### src/rtl/core/pscm_pkg.sv
`default_nettype none

package pscm_pkg;

	// number of size classes and their object sizes in bytes
	localparam int NCLASS = 9;
	localparam logic [11:0] CLASS_BYTES [NCLASS] = '{
		12'h010, 12'h020, 12'h040, 12'h080, 12'h100,
		12'h200, 12'h300, 12'h400, 12'h800
	};

	// largest small request
	localparam logic [31:0] SMALL_MAX = 32'h0000_0800;

	// kernel address windows, lower bound inclusive, upper bound exclusive
	localparam logic [63:0] DIRECT_LO = 64'hffff_8000_0000_0000;
	localparam logic [63:0] DIRECT_HI = 64'hffff_9000_0000_0000;
	localparam logic [63:0] STATIC_LO = 64'hffff_ffff_8000_0000;
	localparam logic [63:0] STATIC_HI = 64'hffff_ffff_c000_0000;

	// request types
	localparam logic REQ_ALLOC = 1'b0;
	localparam logic REQ_FREE  = 1'b1;

	typedef enum logic [2:0] {
		ST_HIT      = 3'd0,
		ST_MISS     = 3'd1,
		ST_NOTSMALL = 3'd2,
		ST_NULLREQ  = 3'd3,
		ST_CACHED   = 3'd4,
		ST_RELEASE  = 3'd5,
		ST_IGNNULL  = 3'd6,
		ST_REJECT   = 3'd7
	} status_t;

	typedef enum logic [2:0] {
		S_IDLE,
		S_CNT,
		S_HIT,
		S_FL_RD,
		S_FL_OUT,
		S_RESP
	} state_t;

	// decode of one request: either it needs the stacks, or the answer is known
	typedef struct packed {
		logic        fast;
		status_t     status;
		logic [3:0]  size_class;
		logic [63:0] block_address;
	} req_info_t;

endpackage

`default_nettype wire

### src/rtl/core/pscm_classify.sv
`default_nettype none

module pscm_classify #(
	parameter int CPUS = 4
) (
	input  wire logic              cache_enable,
	input  wire logic              req_type,
	input  wire logic [1:0]        cpu_id,
	input  wire logic [31:0]       size,
	input  wire logic [63:0]       address,
	input  wire logic [11:0]       object_size,
	output pscm_pkg::req_info_t    info
);

	logic [3:0] cls_size;
	logic [3:0] cls_slab;
	logic       slab_hit;
	logic       cpu_ok;
	logic       in_window;

	// smallest class holding the size, and exact match on the slab size
	always_comb begin
		cls_size = 4'd0;
		cls_slab = 4'd0;
		slab_hit = 1'b0;
		for (int i = pscm_pkg::NCLASS - 1; i >= 0; i--) begin
			if (size <= 32'(pscm_pkg::CLASS_BYTES[i])) begin
				cls_size = 4'(i);
			end
			if (object_size == pscm_pkg::CLASS_BYTES[i]) begin
				cls_slab = 4'(i);
				slab_hit = 1'b1;
			end
		end
	end

	assign cpu_ok = int'(cpu_id) < CPUS;

	assign in_window =
		(address >= pscm_pkg::DIRECT_LO && address < pscm_pkg::DIRECT_HI) ||
		(address >= pscm_pkg::STATIC_LO && address < pscm_pkg::STATIC_HI);

	// immediate answers, or hand over to the stack logic
	always_comb begin
		info.fast          = 1'b0;
		info.status        = pscm_pkg::ST_MISS;
		info.size_class    = 4'd0;
		info.block_address = 64'd0;
		if (req_type == pscm_pkg::REQ_ALLOC) begin
			if (size == 32'd0) begin
				info.status = pscm_pkg::ST_NULLREQ;
			end else if (size > pscm_pkg::SMALL_MAX) begin
				info.status = pscm_pkg::ST_NOTSMALL;
			end else begin
				info.status     = pscm_pkg::ST_MISS;
				info.size_class = cls_size;
				info.fast       = cache_enable && cpu_ok;
			end
		end else begin
			if (address == 64'd0) begin
				info.status = pscm_pkg::ST_IGNNULL;
			end else if (!in_window) begin
				info.status = pscm_pkg::ST_REJECT;
			end else begin
				info.status        = pscm_pkg::ST_RELEASE;
				info.block_address = address;
				info.size_class    = slab_hit ? cls_slab : 4'd0;
				info.fast          = cache_enable && cpu_ok && slab_hit;
			end
		end
	end

endmodule

`default_nettype wire

### config.mk
export PLATFORM = sky130hd
export DESIGN_NAME = pscm_classify
export DESIGN_NICKNAME = d
export VERILOG_FILES = /design/src/rtl/core/pscm_pkg.sv /design/src/rtl/core/pscm_classify.sv
export SDC_FILE = /design/constraint.sdc
export NUM_CORES = 1
export LEC_CHECK = 0
export BUFFER_PORTS_ARGS = -buffer_cell sky130_fd_sc_hd__buf_2
export CORE_AREA = 2 2 71 73
export DETAILED_ROUTE_END_ITERATION = 8
export DIE_AREA = 0 0 73 75
export GPL_TIMING_DRIVEN = 0
export PLACE_DENSITY_LB_ADDON = 0.15
export SLEW_MARGIN = 20
export SYNTH_ARGS = -nofsm -noshare
export SYNTH_HDL_FRONTEND = slang
export SYNTH_SLANG_ARGS = --single-unit
### constraint.sdc
create_clock -name vclk -period 3.37
set_clock_uncertainty 0.1 [all_clocks]
set_input_delay 0.674 -clock vclk [all_inputs]
set_output_delay 0.674 -clock vclk [all_outputs]
set_load 0.005 [all_outputs]
Yosys cells after proc, flatten, opt, wreduce, memory -nomap -nowiden
Index checks and enable logic that the tools add are counted.
Word-level totals
  output and inout port bits: 72
  register bits after elaboration: 0
Operators by class
  $lt $le $gt $ge: 14
  mux-type cells: 42
  equal/unequal tests: 9
  reduce and logical (&&, ||, !) cells: 6
Operator list (number)
  68-bit 2-to-1 mux: 2
  64-bit greater-or-equal comparator (second input constant): 2
  64-bit < comparator (second input constant): 2
  4-bit 2-to-1 mux: 21
  32-bit by 10-bit <= comparator with 1-bit output (second input constant): 2
  64-bit logical NOT: 1
  64-bit 2-to-1 mux: 1
  32-bit by 12-bit > comparator with 1-bit output (second input constant): 1
  32-bit by 11-bit <= comparator with 1-bit output (second input constant): 1
  32-bit by 12-bit <= comparator with 1-bit output (second input constant): 1
  32-bit by 5-bit <= comparator with 1-bit output (second input constant): 1
  32-bit by 6-bit <= comparator with 1-bit output (second input constant): 1
  32-bit by 7-bit <= comparator with 1-bit output (second input constant): 1
  32-bit by 8-bit <= comparator with 1-bit output (second input constant): 1
  32-bit by 9-bit <= comparator with 1-bit output (second input constant): 1
  32-bit logical NOT: 1
  12-bit by 10-bit == test with 1-bit output (second input constant): 2
  1-bit 2-to-1 mux: 13
  12-bit by 11-bit == test with 1-bit output (second input constant): 1
  12-bit == test (second input constant): 1
  12-bit by 5-bit == test with 1-bit output (second input constant): 1
  12-bit by 6-bit == test with 1-bit output (second input constant): 1
  12-bit by 7-bit == test with 1-bit output (second input constant): 1
  12-bit by 8-bit == test with 1-bit output (second input constant): 1
  other kinds (5): 10

Depth between registers and ports, before layout
Gate-level depths: netlist of the first run.
  depth in word-level cells: 14
  gate-level depth with buffers: 6
  gate-level depth less buffers: 5

Worst setup path before layout of the first run
OpenSTA, ideal clock, no wires.
  path kind: input to output
  from: in size[1]
  to: out info[66] (netlist name)
  buffers on the path: 0
  stages: 5
  path slack: 0.535 ns
  arrival: 2.061 ns
  path through: nor4_4 -> nand4_1 -> a2111o_1 -> nor4b_1 -> a31o_1
RTL lines
  from (decl): line pscm_classify.sv:9  | input wire logic [31:0] size,
  to (decl): line pscm_classify.sv:12  | output pscm_pkg::req_info_t info

==> results.md, run 1 <==
* 0 — proportion of synthesized chip area in sequential cells
* 0 — Final Hold Fails
* 2.60 ns — Req. time, crit path
* 4.85 — Via density
* 1160 sq um — post-synth design cell area
* 56 — number of violations reported at the end of detailed-routing iteration 0
* sky130_fd_sc_hd__or4_1 — cell with the largest stage delay on the worst path
* sky130_fd_sc_hd__and2_1 (25%), sky130_fd_sc_hd__nor4_1 (13%), sky130_fd_sc_hd__inv_1 (6.5%) — most area-consuming cells after synthesis
* 73 um — Die Span X
* 184 — I/O Pins
* 1.000 — combinational cell fraction of total power
* 34.4 uV — worst vdd rail ir drop
* 4660 sq um — Core ar.
* 3.19 ns — minimum clock period after layout
* 0.947 — Final period util
* 4970 um — total half-perimeter wirelength after legalization and detailed placement
* 25 — cell row count
* 0 — drc violations
* 0 — share of power burned in registers
* 64.2 uW — total internal power
* 0 — total congestion overflow
* input port — startpoint types
* 75 um — chip height
* 1060 sq um — area used by multi-input combinational logic
* 124 uW — sum of internal, switching and leakage power
* sky130_fd_sc_hd__and2_1 (47), sky130_fd_sc_hd__nor4_1 (24), sky130_fd_sc_hd__inv_1 (20) — top cell types by occurrence after synthesis
* 13.3 um — average wire per standard cell
* 2.42 ns — WP data arrival
* 426 — post-placement cell count
* 191 — post-synthesis instance total
* 0 — antenna cells
* 5480 sq um — area enclosed by the die boundary
* 36 — count of different cell masters after synthesis
* 8000 um — wire length of the first global-routing pass
* 0.483 ns — Slew @ Worst Pin
* 2 — Buf/Inv on CP
* 1717 — via count of the first global-routing pass
* 0.178 — total routing usage reported by global routing
* 4 — Initial DRT Pass Iterations
* 0.480 — Sw Share
* 0 — Final setup violation count
* 0.899 — global placement routability congestion
* 181 — port buffer count
* 313 MHz — upper clock frequency limit
* output pin — capturing element type of the critical path
* 0 — Syn. warnings
* 0.00133 uW — leakage power
* 2130 sq um — placed cell areas
* 479 — final-layout fill cell count
* 0 — antenna violations before repair
* 0.58 ns — peak per-stage delay on the critical path
* 2074 — vias
* 2160 sq um — Finished Cell Area
* 0.676 — Max-slew headroom
* in -> out — type of the most critical hold path
* 303 — net count after synthesis
* 57.2 nW/um^2 — power per cell area
* 6.06 sq um — Syn Area/Cell
* 0 — remaining antenna violation count after routing
* compound AO/OA/AOI/OAI gates — Top delay family on crit path
* 0 — proportion of power drawn by the clock network
* 0 — clock buffers
* 5670 um — final wirelength
* 0.178 ns — Final WS setup
* completed — result of the run
* sky130_fd_sc_hd__and2_1 — most frequent cell after synthesis
* 0 — sequential cells
* 0 sq um — flip-flop and latch area
* 86.8% — relative area change from synthesis to final layout
* 11 — maximum number of pins on one net before global-route repair
* 6 — Critical Path Fanout Max
* sky130_fd_sc_hd__buf_2 — cell mode on critical path
* 0.511 — layout cell share with drive strength beyond 1
* 0.254 — share of the synthesized area in the top cell type
* in -> out — Critical Setup Path Class
* 488 — Total Nets Final
* 0.0471 ns — setup slack at placement
* sky130_fd_sc_hd__and2_1 — most area-hungry cell type in the Yosys netlist
* 59.4 uW — Sw Pwr
* 428 — count of placed standard cells in the final layout, fillers left out
* 0 ns — Setup Total Neg Slack
* 0 — number of pins exceeding their max-slew limit in the final report
* no — RSZ-0062 raised after global routing
* 0 — MaxCap Viol Count
* 0.248 — starting density of the core
* buf_2, or4_1, a31o_2, a211oi_1, a22o_1, buf_2 — cell chain of the critical path
[cell families (layout without fill, tap and decap cells)]
family / after synthesis / after routing / share of synthesized area
buf+inv: 28 / 211 / 0.0941
mux: 1 / 1 / 0.00973
simple gates: 131 / 131 / 0.691
xor+xnor: 4 / 4 / 0.0303
compound gates: 27 / 27 / 0.175
[cells in the final DEF, fill, tap and decap left out, drive strengths merged]
cell and count:
a2111o 1, o31ai 1, mux2 1, a21oi 2, or3 3, nand4 11, o211a 1, nor4 26
a31oi 2, o311ai 3, a2111oi 1, buf 184, nand3 4, o22ai 1, nor4b 4, a31o 2
or4 6, nand2 8, nand2b 1, inv 20, o211ai 1, xnor2 4, o21a 2, a22o 3
clkbuf 7, nor2 13, a211oi 2, o21ai 4, a32oi 1, nand3b 2, nor3 6, and2 47
[repair_timing]
action	CTS	global route
endpoints found under the setup margin	0	49
setup buffers	0	2
gates resized for setup	0	4
hold endpoints to repair	0	0
hold buffers	0	0
[area by class of cell]
class,count,area share
plain buffers,8,0.0162
inverters,20,0.0347
multi-input cells,163,0.492
well taps,54,0.0313
repair buffers,183,0.426
[path summary, 6_finish.rpt]
path | start | endpoint | slack (ns) | cells after the start
min | cache_enable | info[71] | 1.52 | 3
max | object_size[4] | info[65] | 0.18 | 6
[metrics by stage]
| step | hold WS, ns | util |
|---|---|---|
| after global placement | 1.52 | 0.457 |
| after floorplan | 1.33 | - |
| after global routing | 1.54 | 0.464 |
| final | 1.52 | 0.464 |
| after CTS | 1.52 | 0.457 |
| after detailed placement | 1.52 | 0.457 |
[layer usage]
| layer | GRT usage | wire (um) | share of wire |
|---|---|---|---|
| met5 | 0 | 0 | 0 |
| met4 | 0.0185 | 54 | 0.0095 |
| met3 | 0.0161 | 369 | 0.065 |
| met2 | 0.330 | 2880 | 0.51 |
| met1 | 0.231 | 2360 | 0.42 |
[worst min-delay path: stages]
cell	delay (ns)
sky130_fd_sc_hd__buf_2	0.08
sky130_fd_sc_hd__o21a_1	0.10
sky130_fd_sc_hd__buf_2	0.10
[power by group through the flow]
stage                     sequential [uW]  clock, uW  combinational [uW]
final                                   0          0                 124
after CTS                               0          0                 122
after global placement                  0          0                 120
after global routing                    0          0                 137
after floorplan                         0          0                31.1
after detailed placement                0          0                 122
Note: power is estimated with default switching activity, not from simulation.
==> run 2, diff against run 1 <==
--- a/config.mk
+++ b/config.mk
@@ -6,7 +6,7 @@
 export NUM_CORES = 1
 export LEC_CHECK = 0
 export BUFFER_PORTS_ARGS = -buffer_cell sky130_fd_sc_hd__buf_2
-export CORE_AREA = 2 2 71 73
+export CORE_AREA = 4 4 69 71
 export DETAILED_ROUTE_END_ITERATION = 8
 export DIE_AREA = 0 0 73 75
 export GPL_TIMING_DRIVEN = 0
==> run 2 against run 1 <==
Against the previous run: final cell count down 0.70%; count of clock-buffer cells in the layout unchanged; critical path depth up 1; worst hold slack better by 0.0050 ns; die area unchanged; fmax down 2.0%; non-clock buffer count down 1.
==> results.md, run 2 (synthesis gave the netlist of run 1 again) <==
* 307 MHz — upper clock frequency limit, was 313 MHz
* size[1] — first element of the critical path, was object_size[4]
* completed — result of the run, unchanged
* 24 — cell row count, was 25
* 3.26 ns — minimum clock period after layout, was 3.19 ns
* 487 — Total Nets Final, was 488
* 0 ns — Setup Total Neg Slack, unchanged
* 0 — total congestion overflow, unchanged
* 0.0784 ns — setup slack at placement, was 0.0471 ns
* 0.194 — total routing usage reported by global routing, was 0.178
* 0 — antenna cells, unchanged
* 35.0 uV — worst vdd rail ir drop, was 34.4 uV
* 1958 — via count of the first global-routing pass, was 1717
* 5.00 — Via density, was 4.85
* 0.515 — layout cell share with drive strength beyond 1, was 0.511
* 0 sq um — flip-flop and latch area, unchanged
* info[66] — critical path capture point, was info[65]
* in -> out — Critical Setup Path Class, unchanged
* 0 — antenna violations before repair, unchanged
* output pin — capturing element type of the critical path, unchanged
* 0 — hold_buf cts, unchanged
* 0.437 ns — Slew @ Worst Pin, was 0.483 ns
* 0.704 — Max-slew headroom, was 0.676
* 0 — drc violations, unchanged
* 0.878 — global placement routability congestion, was 0.899
* 184 — I/O Pins, unchanged
* 0 — Final setup violation count, unchanged
* in -> out — type of the most critical hold path, unchanged
* 5290 um — total half-perimeter wirelength after legalization and detailed placement, was 4970 um
* 0.00133 uW — leakage power, about the same
* sky130_fd_sc_hd__buf_2 — leading cell type in the layout, fill and taps excluded, unchanged
* 75 um — chip height, unchanged
* 0 — clock buffers, unchanged
* 181 — port buffer count, unchanged
* 0 — Final Hold Fails, unchanged
* 67 — number of violations reported at the end of detailed-routing iteration 0, was 56
* 3100 um — met2 wirelength from detailed routing, was 2880 um
* 125 uW — sum of internal, switching and leakage power, was 124 uW
* 5480 sq um — area enclosed by the die boundary, unchanged
* 58.3 nW/um^2 — power per cell area, was 57.2 nW/um^2
* 5930 um — final wirelength, was 5670 um
* 0.113 ns — Final WS setup, was 0.178 ns
* 504 um — total met3 wirelength after detailed routing, was 369 um
* 73 um — Die Span X, unchanged
* 2.48 ns — WP data arrival, was 2.42 ns
* 4230 sq um — Core ar., was 4660 sq um
* 0.273 — starting density of the core, was 0.248
* sky130_fd_sc_hd__buf_2 (181), sky130_fd_sc_hd__and2_1 (47), sky130_fd_sc_hd__nor4_1 (24), sky130_fd_sc_hd__inv_1 (20), sky130_fd_sc_hd__nor2_1 (13) — commonest non-fill, non-tap cells in the layout, unchanged
* 2123 — vias, was 2074
* 11 — maximum number of pins on one net before global-route repair, unchanged
* no — RSZ-0062 raised after global routing, unchanged
* 13.9 um — average wire per standard cell, was 13.3 um
* 5 — Critical Path Fanout Max, was 6
* 0 — sequential cells, unchanged
* met4 — top sig layer, unchanged
* 0.967 — Final period util, was 0.947
* input port — startpoint types, unchanged
* 0 — MaxCap Viol Count, unchanged
* 2.60 ns — Req. time, crit path, about the same
* 2280 um — Routed met1 length, was 2360 um
* 0 — number of pins exceeding their max-slew limit in the final report, unchanged
* 6 — Initial DRT Pass Iterations, was 4
* 8780 um — wire length of the first global-routing pass, was 8000 um
* 0 — remaining antenna violation count after routing, unchanged
* 85.7% — relative area change from synthesis to final layout, was 86.8%
run 2: cell types whose count changed in the layout (fill, tap and decap cells not counted), sizes merged:
| cell | delta |
|---|---|
| buf | -1 |
run 2: worst min path at each step:
stage,startpoint,end,cells past startpoint,slack [ns]
after floorplan,req_type,info[70],1,1.33
after global placement,cache_enable,info[71],3,1.52
after detailed placement,cache_enable,info[71],3,1.52
after CTS,cache_enable,info[71],3,1.53
after global routing,address[5],info[5],3,1.55
final,cache_enable,info[71],3,1.52
run 2: timing repair:
| action | 4_1_cts | 5_1_grt |
|---|---|---|
| gates resized for setup | 0 | 9 |
| setup buffers | 0 | 1 |
| setup endpoints to repair | 0 | 40 |
run 2: final cells by class:
cell class,count,area (sq um)
Fill cell,455,2080
Buffer,8,38.8
Timing Repair Buffer,182,913
Multi-Input combinational cell,163,1060
Inverter,20,75.1
Tap cell,52,65.1
run 2: per-layer routing:
layer  GRT usage  vias up
li1            -     1079
met1       0.237      928
met2       0.374      112
met3      0.0200        4
met4      0.0184        0
met5           0        -
run 2: worst max-delay path: stages:
cell and delay (ns):
sky130_fd_sc_hd__buf_2 0.12, sky130_fd_sc_hd__nor4_4 0.38, sky130_fd_sc_hd__nand4_1 0.20, sky130_fd_sc_hd__a2111o_1 0.53, sky130_fd_sc_hd__nor4b_1 0.33, sky130_fd_sc_hd__a31o_1 0.15, sky130_fd_sc_hd__buf_2 0.11
run 2: through the flow:
step	utilization	std cells	area [sq um]	hold WS (ns)
after global routing	0.508	425	2150	1.55
after CTS	0.503	424	2130	1.53
after floorplan	-	191	1160	1.33
after detailed placement	0.503	424	2130	1.52
final	0.508	425	2150	1.52
after global placement	0.503	424	2130	1.52
run 2: where the power goes:
part           leakage (uW)  internal [uW]  switching (uW)
Clock                     0              0               0
Combinational       0.00133           64.3            61.1
Sequential                0              0               0
Total               0.00133           64.3            61.1
